--- src/hw/rtl/dvcb_pkg.sv ---
package dvcb_pkg;

    typedef enum logic [2:0] {
        FUNC_UPDATE  = 3'd0,
        FUNC_PUSH    = 3'd1,
        FUNC_POP     = 3'd2,
        FUNC_SET_VT  = 3'd3,
        FUNC_ADVANCE = 3'd4,
        FUNC_RESTAMP = 3'd5,
        FUNC_FACTOR  = 3'd6,
        FUNC_INIT    = 3'd7
    } func_t;

    typedef enum logic [2:0] {
        ST_OK       = 3'd0,
        ST_STALE    = 3'd1,
        ST_BEHIND   = 3'd2,
        ST_FULL     = 3'd3,
        ST_EMPTY    = 3'd4,
        ST_ZERO_FAC = 3'd5
    } status_t;

    localparam logic [1:0] REG_BARRIER_LIFE  = 2'd0;
    localparam logic [1:0] REG_START_VIRTUAL = 2'd1;
    localparam logic [1:0] REG_START_REAL    = 2'd2;

    localparam logic [63:0] ALL_ONES = {64{1'b1}};

    typedef struct packed {
        logic busy;
        logic done;
    } div_status_t;

endpackage

--- src/hw/rtl/dvcb_div.sv ---
module dvcb_div
    import dvcb_pkg::*;
(
    input  logic        clk,
    input  logic        rst_n,
    input  logic        start,
    input  logic [63:0] num_hi,
    input  logic [63:0] num_lo,
    input  logic [63:0] den,
    output div_status_t stat,
    output logic [63:0] quot
);

    logic [63:0] rem_reg, rem_next;
    logic [63:0] lo_reg, lo_next;
    logic [63:0] q_reg, q_next;
    logic [63:0] den_reg, den_next;
    logic [6:0]  cnt_reg, cnt_next;
    logic        busy_reg, busy_next;
    logic        done_reg, done_next;
    logic [63:0] shifted;
    logic        carry;

    always_comb
    begin
        rem_next  = rem_reg;
        lo_next   = lo_reg;
        q_next    = q_reg;
        den_next  = den_reg;
        cnt_next  = cnt_reg;
        busy_next = busy_reg;
        done_next = 1'b0;
        carry     = rem_reg[63];
        shifted   = {rem_reg[62:0], lo_reg[63]};
        if (start)
        begin
            den_next = den;
            if ((den == 64'd0) || (num_hi >= den))
            begin
                // quotient overflows: saturate, finish at once
                q_next    = ALL_ONES;
                done_next = 1'b1;
                busy_next = 1'b0;
            end
            else
            begin
                rem_next  = num_hi;
                lo_next   = num_lo;
                q_next    = 64'd0;
                cnt_next  = 7'd64;
                busy_next = 1'b1;
            end
        end
        else if (busy_reg)
        begin
            lo_next = {lo_reg[62:0], 1'b0};
            if (carry || (shifted >= den_reg))
            begin
                rem_next = shifted - den_reg;
                q_next   = {q_reg[62:0], 1'b1};
            end
            else
            begin
                rem_next = shifted;
                q_next   = {q_reg[62:0], 1'b0};
            end
            cnt_next = cnt_reg - 7'd1;
            if (cnt_reg == 7'd1)
            begin
                busy_next = 1'b0;
                done_next = 1'b1;
            end
        end
    end

    always_ff @(posedge clk or negedge rst_n)
    begin
        if (!rst_n)
        begin
            busy_reg <= 1'b0;
            done_reg <= 1'b0;
            cnt_reg  <= 7'd0;
        end
        else
        begin
            busy_reg <= busy_next;
            done_reg <= done_next;
            cnt_reg  <= cnt_next;
        end
    end

    always_ff @(posedge clk)
    begin
        rem_reg <= rem_next;
        lo_reg  <= lo_next;
        q_reg   <= q_next;
        den_reg <= den_next;
    end

    assign stat.busy = busy_reg;
    assign stat.done = done_reg;
    assign quot      = q_reg;

endmodule

--- config.mk ---
export PLATFORM = sky130hd
export DESIGN_NAME = dvcb_div
export DESIGN_NICKNAME = d
export VERILOG_FILES = /design/src/hw/rtl/dvcb_pkg.sv /design/src/hw/rtl/dvcb_div.sv
export SDC_FILE = /design/constraint.sdc
export NUM_CORES = 1
export LEC_CHECK = 0
export BUFFER_PORTS_ARGS = -buffer_cell sky130_fd_sc_hd__buf_2
export CORE_UTILIZATION = 49
export DETAILED_ROUTE_END_ITERATION = 8
export PLACE_DENSITY = 0.81
export SYNTH_ARGS = -nofsm -noshare
export SYNTH_HDL_FRONTEND = slang
export SYNTH_SLANG_ARGS = --single-unit
--- constraint.sdc ---
create_clock -name clk -period 22.7 [get_ports clk]
set_clock_uncertainty 0.1 [all_clocks]
set_input_delay 4.54 -clock clk [delete_from_list [all_inputs] [get_ports clk]]
set_output_delay 4.54 -clock clk [all_outputs]
set_load 0.02 [all_outputs]
==> impl_metrics.tcl, run 1 <==
set metrics [dict create \
    status "finished clean" \
    syn_to_final_growth_pct 15.6 \
    hold_path_end "cnt_reg[1]$_DFFE_PN0P_" \
    rows 67 \
    p_leak_nw 8.78 \
    required_ns 22.80 \
    hold_class "flop to flop" \
    final_cells 2324 \
    detail-route-antenna-nets 0 \
    cts_tree "done" \
    place_inst 2256 \
    multi_input_area_mm2 0.00791 \
    cp_data_arrival_time_ns 8.48 \
    ys_ff_latch 265 \
    wl_met3_um 4230 \
    cp_num_buf_inv 4 \
    r2r-start "lo_reg[63]$_DFFE_PP_" \
    finalHoldViolations 0 \
    synth_enable_flop_cells 256 \
    antenna_found_initial 16 \
    cp_slowest_cell "buf_4" \
    root_buffer "clkbuf_16" \
    crit_family "compound AO/OA/AOI/OAI gates" \
    ys_seq_area_share_pct 47.4 \
    syn_area_per_cell_um2 10.3 \
    crit_path_max_fanout 73 \
    post-cts-setup-buffer-count 0 \
    setup_violations 0 \
    cpPeakStageDelay_ns 0.74 \
    ys.flop_type "edfxtp_1" \
    wl_met1_um 18300 \
    clk_latency_ns 0.60 \
    fin_tns_setup_ns 0 \
    hold_path_depth 2 \
    die_height_um 187 \
    drt_iter0_markers 1178 \
    rrSetupSlack_ns 17.93 \
    cts_hold_buf 0 \
    finalMaxSlewViolations 0 \
    ios 261 \
    r2r-end "rem_reg[61]$_DFFE_PP_" \
    routed-wl-met2_um 21100 \
    post-route-period-util_pct 36.9 \
    r2r_cells 14 \
    cts.sinks 265 \
    gp_congestion 0.963 \
    grt_pass1_vias 13500 \
    cts_resized 0 \
    crit_chain "buf_2 > inv_1 > ha_1 > a21o_1 > a21o_1 > a21oi_1 > o21ai_0 > a21oi_1 > nor4bb_1 > o311ai_0 > a22o_2 > buf_4 > nor2b_4 > buf_4" \
    fmax_ghz 0.119 \
    wl_um 45200 \
    fin_area_mm2 0.0193 \
    wl_per_cell_um 19.4 \
    placed_cell_area_mm2 0.0183 \
    syn_inst 1615 \
    route.top_layer_used "met5" \
    dp_hpwl_um 32800 \
    vias_per_cell 5.87 \
    dr_total_vias 13700 \
    port_buffers 260 \
    synth.largest_area_cell "edfxtp_1" \
    start_kind "primary input" \
    start_util_pct 49.8 \
    drive_above_1_share_pct 21.5 \
    grt_overflow 0 \
    syn_area_mm2 0.0167 \
    cts_max_path_buffers 3 \
    timing_worst_slew_pin_value_ns 1.03 \
    cts_buffers 30 \
    p_total_mw 2.47 \
    h-tree-depth 1 \
    fin_hold_ws_ns 0.432 \
    synth_top_area_share_pct 46.0 \
    grt_use_total_pct 25.3 \
    firstDrtPassIters 8 \
    design.core.area_mm2 0.0335 \
    path_class "primary input to flop" \
    relSlewSlack_pct 31.2 \
    die_area_mm2 0.0348 \
    drc 0 \
    worstSetupEndpointType "flop" \
    yosys-top-cells-area "edfxtp_1 (46%), ha_1 (9.7%), a21o_1 (5.3%)" \
    async_flop_share_pct 3.40 \
    ys_types 76 \
    vdd_drop_max_v 0.000108 \
    grt_pass1_wl_um 71000 \
    regArea_mm2 0.00791 \
    rsz0062_at_grt "false" \
    p_per_area_mw_per_mm2 128 \
    grt_max_degree 96 \
    min-delay-start "cnt_reg[1]$_DFFE_PN0P_" \
    fin_nets 2166 \
    syn_nets 1941 \
    fin_crit_ns 8.38 \
    fillCellCount 2880 \
    cts.clk_slew.worst_paths_ns 0.06 \
    die_w_um 187 \
    drv_cap 0 \
    ys_warn_count 0 \
]
==> power breakdown <==
group	switching, mW	internal, mW	total [mW]
Sequential	0.0662	0.705	0.771
Clock	0.207	0.276	0.483
Combinational	0.766	0.445	1.21
Total	1.04	1.43	2.47
==> worst max-delay path by stage <==
stage | startpoint | end | cells past startpoint
after floorplan | num_hi[0] | lo_reg[0]$_SDFFCE_PN0P_ | 12
after global placement | den[0] | rem_reg[33]$_DFFE_PP_ | 13
after detailed placement | den[0] | rem_reg[22]$_DFFE_PP_ | 13
after CTS | den[0] | rem_reg[27]$_DFFE_PP_ | 13
after global routing | num_hi[0] | rem_reg[27]$_DFFE_PP_ | 14
final | den[45] | rem_reg[22]$_DFFE_PP_ | 14
==> cell usage after synthesis, types with 7 or more instances <==
master       n
and2_1       7
or3_1        9
mux2_2      64
inv_1      150
clkbuf_1    57
edfxtp_1   256
xnor2_1     36
xor2_1      20
buf_2       11
nor3_1      21
a31oi_1     44
ha_1       130
and3_1      11
a21oi_1    118
dfrtp_1      9
a21o_1     118
nor2_1      94
o21ai_0     53
nand3_1     24
o21ai_1     11
o21bai_1     7
nand4_1     34
a2bb2oi_1   16
o211ai_1     9
o21a_1      10
nand2b_1     7
nand2_1    159
nor4_1      25
==> area by class of cell <==
cell class                 count  share of cell area [%]
sequential                   265                    41.0
multi-input combinational   1124                    40.9
timing repair buffer         268                    7.08
clock buffer                  40                    4.24
inverter                     151                    2.95
tap                          448                    2.90
clock inverter                16                   0.809
antenna                       12                   0.155
==> layer usage <==
| layer | global-route usage, % | up-vias |
|---|---|---|
| met5 | 0 | - |
| met4 | 8.10 | 10 |
| met3 | 7.52 | 116 |
| met2 | 42.0 | 616 |
| met1 | 31.7 | 6483 |
| li1 | - | 6425 |
==> worst register-to-register path, cell delays in order (launching register included) <==
cell       delay, ns
edfxtp_1        0.34
inv_1           0.05
ha_1            0.23
fa_1            0.42
nor2b_1         0.20
o2111ai_2       0.17
a21oi_1         0.25
o21a_1          0.19
nor2_2          0.07
o21ai_1         0.28
a2111o_1        0.52
nand2_2         0.56
buf_4           0.45
or4_1           0.49
and4_1          0.18
==> logic make-up after synthesis <==
kind of cell / count (synthesis) / synth area share, %
buf+inv: 226 / 5.38
simple gates: 423 / 12.0
compound gates: 448 / 18.0
fa+ha+maj: 131 / 9.85
xor+xnor: 56 / 2.94
flops: 265 / 47.4
mux: 66 / 4.43
==> layout by cell type, fill, tap and decap left out, types with 4 or more instances in the layout <==
cell type	synthesis	layout
clkbuf_1	57	7
a21boi_0	5	5
a21o_1	118	118
and4_1	6	6
a211oi_1	6	6
nand4_1	34	34
and2_1	7	7
clkbuf_16	0	30
or3_1	9	9
buf_2	11	259
o21bai_1	7	7
o21ai_1	11	11
diode_2	0	12
nor4b_1	4	4
nor3_1	21	21
clkinv_1	0	4
nor4_1	25	25
o21a_1	10	10
a31oi_1	44	44
edfxtp_1	256	256
nand2_1	159	159
o21ai_0	53	53
nor2b_1	6	5
xnor2_1	36	36
nand3_1	24	24
o211ai_1	9	9
and3_1	11	11
mux2_2	64	64
a2bb2oi_1	16	16
buf_4	4	8
clkinv_2	0	7
inv_1	150	150
nand2b_1	7	7
nor2_1	94	94
a21oi_1	118	118
dfrtp_1	9	9
xor2_1	20	20
ha_1	130	130
==> through the flow <==
step / utilization, % / setup WS (ns)
2_1_floorplan: - / 9.95
3_3_place_gp: 54.6 / 13.78
3_5_place_dp: 54.6 / 13.78
4_1_cts: 57.5 / 14.37
5_1_grt: 57.6 / 14.12
6_report: 57.6 / 14.32
Note: power is estimated with default switching activity, not from simulation.
==> inputs of run 2 (changes only) <==
- PLACE_DENSITY: 0.81 -> 0.84
- clock period: 22.7 -> 7.7 ns (I/O delays scaled with it)
==> run 2 against run 1 <==
Effect of this change: worst setup slack worse by 11 ns; core utilization is 0.33 points higher; clock power grew to 3.1 times the previous value; final cell count is 0.17% lower; first-iteration DRC count is 4.8% higher; global-route usage is 1.0 points higher; die area stayed put; cell area is 0.58% higher; total power grew to 3.0 times the previous value; sequential share of layout area is 0.23 points lower.
==> impl_metrics.tcl, run 2 (synthesized netlist as in run 1, its figures left out) <==
set metrics [dict create \
    clk_latency_ns 0.59 \
    p_total_mw 7.39 \
    vdd_drop_max_v 0.000267 \
    gr-usage-met2_pct 43.6 \
    h-tree-depth 1 \
    rows 67 \
    post-route-period-util_pct 62.4 \
    finalMaxSlewViolations 0 \
    use_met3_pct 6.66 \
    grt_pass1_wl_um 73700 \
    firstDrtPassIters 6 \
    start_util_pct 49.8 \
    antenna_found_initial 13 \
    cp_slowest_cell "nor2b_4" \
    wl_um 46500 \
    path_class "primary input to flop" \
    drc 0 \
    crit_chain "buf_2 > ha_1 > nand2b_1 > a21o_1 > a21o_1 > a21oi_1 > o21ai_0 > a2111oi_1 > clkdlybuf4s18_2 > o311ai_0 > a22o_2 > nor2b_4 > buf_12" \
    worstSetupEndpointType "flop" \
    fin_area_mm2 0.0194 \
    wl_per_cell_um 20.0 \
    drt_iter0_markers 1235 \
    fin_nets 2170 \
    cts.sinks 265 \
    syn_to_final_growth_pct 16.3 \
    p_switching_mw 3.09 \
    internal-power_mw 4.30 \
    gp_congestion 0.967 \
    cts_buffers 31 \
    fillCellCount 2897 \
    dp_hpwl_um 33600 \
    post-cts-setup-buffer-count 0 \
    fin_crit_ns 4.80 \
    relSlewSlack_pct 27.1 \
    fin_tns_setup_ns 0 \
    dr_total_vias 13700 \
    grt_overflow 0 \
    placed_cell_area_mm2 0.0184 \
    design.core.area_mm2 0.0335 \
    cts_tree "done" \
    drv_cap 0 \
    drive_above_1_share_pct 21.8 \
    grt_max_degree 107 \
    finalHoldViolations 0 \
    seqPwrFrac_pct 30.8 \
    cts_hold_buf 0 \
    start_kind "primary input" \
    setup_violations 0 \
    fmax_ghz 0.208 \
    rsz0062_at_grt "false" \
    required_ns 7.86 \
    grt_pass1_vias 13500 \
    ios 261 \
    worst_slack_ns 2.90 \
    p_clk_share_pct 20.6 \
    final_cells 2320 \
    cp_data_arrival_time_ns 4.96 \
    vias_per_cell 5.89 \
    port_buffers 260 \
    cts_max_path_buffers 3 \
    layout_commonest_cell "buf_2" \
    detail-route-antenna-nets 0 \
    place_inst 2259 \
    grt_use_total_pct 26.4 \
    grt_busiest_layer "met2" \
    crit_path_max_fanout 52 \
    hold_class "flop to flop" \
    die_height_um 187 \
    timing_worst_slew_pin_value_ns 1.09 \
    multi_input_area_mm2 0.00791 \
    p_per_area_mw_per_mm2 380 \
    root_buffer "clkbuf_16" \
    status "finished clean" \
    die_w_um 187 \
    cpPeakStageDelay_ns 0.50 \
    sw_frac_of_total_pct 41.8 \
    p_leak_nw 8.84 \
    cts.clk_slew.worst_paths_ns 0.06 \
    pre_cts_ws_ns 2.34 \
    cts_resized 0 \
    power_frac_comb_pct 48.6 \
    mostFrequentLayoutCells "buf_2 (259), edfxtp_1 (256), nand2_1 (159)" \
    regArea_mm2 0.00791 \
    crit_top_cell "a21o_1" \
    grt_use_met1_pct 34.1 \
    die_area_mm2 0.0348 \
]
[run 2: cell count changes in the layout (fill, tap and decap cells not counted), moves of 3 or more]
cell	before	now
diode_2	12	5
clkbuf_1	7	3
buf_12	0	3
bufinv_16	2	5
clkbuf_8	3	0
[run 2: worst paths after layout]
check / startpoint / to / slack [ns] / depth (start not counted)
max: den[0] / lo_reg[6]$_DFFE_PP_ / 2.90 / 13
min: cnt_reg[5]$_DFFE_PN0P_ / cnt_reg[5]$_DFFE_PN0P_ / 0.44 / 2
max reg2reg: lo_reg[63]$_DFFE_PP_ / rem_reg[5]$_DFFE_PP_ / 2.97 / 14
min reg2reg: cnt_reg[5]$_DFFE_PN0P_ / cnt_reg[5]$_DFFE_PN0P_ / 0.44 / 2
max in group asynchronous: rst_n / cnt_reg[2]$_DFFE_PN0P_ / 6.61 / 1
min in group asynchronous: rst_n / cnt_reg[1]$_DFFE_PN0P_ / 0.70 / 1
[run 2: power by group through the flow]
stage,Clock [mW],Combinational (mW),Sequential (mW)
4_1_cts,1.55,3.54,2.27
2_1_floorplan,0,2.62,2.34
5_1_grt,1.60,3.94,2.32
3_5_place_dp,0,3.51,2.29
6_report,1.52,3.59,2.28
3_3_place_gp,0,3.43,2.28
[run 2: layout make-up]
cell class / count / area share, %
repair buffers: 271 / 7.36
inverters: 151 / 2.93
clock inverters: 22 / 1.30
diodes: 5 / 0.0644
flip-flops and latches: 265 / 40.7
clock buffers: 34 / 4.05
multi-input cells: 1124 / 40.7
well taps: 448 / 2.88
[run 2: through the flow]
step / hold slack [ns] / util [%]
after floorplan: 0.389 / -
after global placement: 0.409 / 54.8
after detailed placement: 0.429 / 54.8
after CTS: 0.443 / 57.9
after global routing: 0.457 / 57.9
final: 0.438 / 58.0
[run 2: routing by layer]
layer / share of wire (%) / vias to the layer above
li1: - / 6427
met3: 9.1 / 107
met4: 3.2 / 12
met5: 0.16 / -
met2: 47 / 613
met1: 40 / 6514
[run 2: critical path: cells and delay by family]
kind	cells	cell delay, ns
compound gates	7	1.57
buf+inv	3	0.90
fa+ha+maj	1	0.27
simple gates	2	0.64
==> inputs of run 3 (changes only) <==
- ABC_AREA: not set -> 1
- PLACE_DENSITY: 0.84 -> 0.81
- clock period: 7.7 -> 4.8 ns (I/O delays scaled with it)
==> run 3 against run 2 <==
Effect of this change: flip-flop and latch count is the same; count of clock-buffer cells in the layout is 3 lower; non-clock buffer count up 1; critical path depth grew 5; worst hold slack got worse by 0.32 ns; sequential share of layout area shrank 4.8 points; worst setup slack worse by 1.6 ns; first-iteration DRC count increased by 9.8%; clock power grew 67%.
==> impl_metrics.tcl, run 3 <==
set metrics [dict create \
    yosys-top-cells-area "edfxtp_1 (40%), nand2_1 (23%), inv_1 (8.9%)" \
    vias_per_cell 5.16 \
    root_buffer "clkbuf_16" \
    post-cts-setup-buffer-count 0 \
    grt_overflow 0 \
    synth_top_area_share_pct 40.1 \
    wl_um 56700 \
    rrSetupSlack_ns 1.26 \
    drive_above_1_share_pct 12.5 \
    crit_top_cell "nand2_2" \
    synth-simple-area-share_pct 34.2 \
    fin_nets 3225 \
    cts_buffers 30 \
    grt_pass1_vias 17100 \
    synth_xor_area_share_pct 1.46 \
    grt_use_total_pct 28.3 \
    h-tree-depth 1 \
    status "finished clean" \
    fillCellCount 3570 \
    cts.sinks 265 \
    design.core.area_mm2 0.0386 \
    cts_max_path_buffers 3 \
    finalHoldViolations 0 \
    r2r-end "rem_reg[0]$_DFFE_PP_" \
    setup_violations 0 \
    start_kind "flop" \
    place_inst 3385 \
    final_cells 3445 \
    syn_inst 2657 \
    syn_nets 2983 \
    timing_worst_slew_pin_value_ns 0.858 \
    synth_enable_flop_cells 256 \
    wl_per_cell_um 16.5 \
    post-route-period-util_pct 73.7 \
    gp_congestion 1.03 \
    drt_iter0_markers 1356 \
    finalMaxSlewViolations 0 \
    fin_crit_ns 3.54 \
    relSlewSlack_pct 42.8 \
    drc 0 \
    fin_hold_ws_ns 0.117 \
    cts_resized 0 \
    ys_seq_area_share_pct 41.3 \
    synth_most_common_cell "nand2_1" \
    syn_area_per_cell_um2 7.22 \
    die_w_um 200 \
    r2r_cells 18 \
    cts_hold_buf 0 \
    multi_input_area_mm2 0.00918 \
    cp_data_arrival_time_ns 3.74 \
    ys_ff_latch 265 \
    start_util_pct 49.6 \
    vdd_drop_max_v 0.000347 \
    synth_top_family_by_area "simple AND/OR/NAND/NOR gates" \
    worstSetupEndpointType "flop" \
    cp_slowest_cell "nand2_4" \
    detail-route-antenna-nets 0 \
    grt_pass1_wl_um 87900 \
    dr_total_vias 17800 \
    cpPeakStageDelay_ns 0.44 \
    cts_tree "done" \
    synth-adder-area-share_pct 8.59 \
    netlist_top_cells_count "nand2_1 (1159), inv_1 (457), edfxtp_1 (256), nand3_1 (144), nor2_1 (138)" \
    rows 72 \
    required_ns 5.00 \
    die_height_um 200 \
    syn_to_final_growth_pct 14.8 \
    synth-compound-area-share_pct 3.58 \
    layout_commonest_cell "nand2_1" \
    die_area_mm2 0.0399 \
    ys_warn_count 0 \
    path_class "flop to flop" \
    firstDrtPassIters 6 \
    drv_cap 0 \
    dp_hpwl_um 44300 \
    ys.flop_type "edfxtp_1" \
    fmax_ghz 0.283 \
    async_flop_share_pct 3.40 \
    grt_max_degree 111 \
    p_per_area_mw_per_mm2 430 \
    port_buffers 260 \
    ios 261 \
    synth.largest_area_cell "edfxtp_1" \
    crit_path_max_fanout 30 \
    p_leak_nw 11.9 \
    cts.clk_slew.worst_paths_ns 0.06 \
    clk_latency_ns 0.59 \
    r2r-start "lo_reg[63]$_DFFE_PP_" \
    fin_tns_setup_ns 0 \
    ys_types 39 \
    regArea_mm2 0.00791 \
    synth.area.mux_share_pct 0 \
    syn_area_mm2 0.0192 \
    crit_chain "inv_1 > ha_1 > fa_1 > inv_1 > nand3_1 > nand2_4 > nand2_2 > nand2_2 > nand2_2 > nand2_2 > nand2_2 > nand3_2 > nand2_2 > nand2_4 > buf_4 > nand2_1 > nand3_1 > o21ai_0" \
    rsz0062_at_grt "false" \
    hold_class "primary input to asynchronous set/reset pin" \
    mostFrequentLayoutCells "nand2_1 (1156), inv_1 (457), buf_2 (259)" \
    antenna_found_initial 13 \
]
run 3: cell types whose count changed in the layout (fill, tap and decap cells not counted), sizes merged, moves of 51 or more:
cell	change
a21o	-116
inv	+308
mux2	-64
nand2	+1009
nand3	+130
nand3b	+51
nor2	+54
run 3: report_power, final:
group / total, mW / switching [mW] / internal (mW)
clock network: 2.54 / 1.01 / 1.53
logic: 3.67 / 2.46 / 1.21
registers: 3.26 / 0.194 / 3.07
run 3: worst max-delay path, delay by kind of cell (launching register included):
family	cells	cell delay (ns)
AOI/OAI and AO/OA	1	0.09
buffers and inverters	3	0.53
and+or+nand+nor	12	1.51
adders and majority gates	2	0.66
DFF	1	0.32
run 3: per-stage QoR:
| stage | total power, mW | util, % | cell area [um2] | setup WS, ns |
|---|---|---|---|---|
| floorplan | 5.86 | - | 19200 | 0.555 |
| global placement | 6.80 | 54.1 | 20900 | 0.951 |
| detailed placement | 6.90 | 54.1 | 20900 | 0.831 |
| CTS | 9.46 | 56.9 | 22000 | 1.29 |
| global route | 10.0 | 56.9 | 22000 | 1.04 |
| finish | 9.47 | 57.0 | 22000 | 1.26 |
run 3: worst max path at each step:
stage | startpoint | end | slack [ns] | cells past startpoint
after global placement | den[13] | rem_reg[18]$_DFFE_PP_ | 0.95 | 13
after detailed placement | den[13] | rem_reg[18]$_DFFE_PP_ | 0.83 | 13
after floorplan | den[53] | lo_reg[0]$_SDFFCE_PN0P_ | 0.55 | 11
after global routing | lo_reg[63]$_DFFE_PP_ | rem_reg[0]$_DFFE_PP_ | 1.04 | 18
final | lo_reg[63]$_DFFE_PP_ | rem_reg[0]$_DFFE_PP_ | 1.26 | 18
after CTS | lo_reg[63]$_DFFE_PP_ | rem_reg[0]$_DFFE_PP_ | 1.29 | 18
run 3: logic make-up (layout without fill, tap and decap cells):
| family | count (synthesis) | in the layout |
|---|---|---|
| simple gates | 1578 | 1578 |
| buf+inv | 523 | 789 |
| compound gates | 128 | 128 |
| fa+ha+maj | 131 | 131 |
| xor+xnor | 32 | 32 |
| other cells | 0 | 4 |
| flops | 265 | 265 |
run 3: cell type report:
| class | count | share of cell area, % |
|---|---|---|
| sequential | 265 | 35.9 |
| antenna | 4 | 0.0455 |
| clock buffer | 31 | 3.43 |
| tap | 518 | 2.94 |
| multi-input combinational | 1869 | 41.7 |
| clock inverter | 25 | 1.55 |
| inverter | 461 | 7.88 |
| timing repair buffer | 272 | 6.52 |
run 3: layer usage:
| metal | part of all wire, % | vias up | global-route usage, % |
|---|---|---|---|
| li1 | - | 8817 | - |
| met1 | 42 | 8187 | 36.2 |
| met2 | 47 | 634 | 48.0 |
| met3 | 7.8 | 113 | 5.93 |
| met4 | 3.0 | 20 | 8.34 |
| met5 | 0.21 | - | 0 |
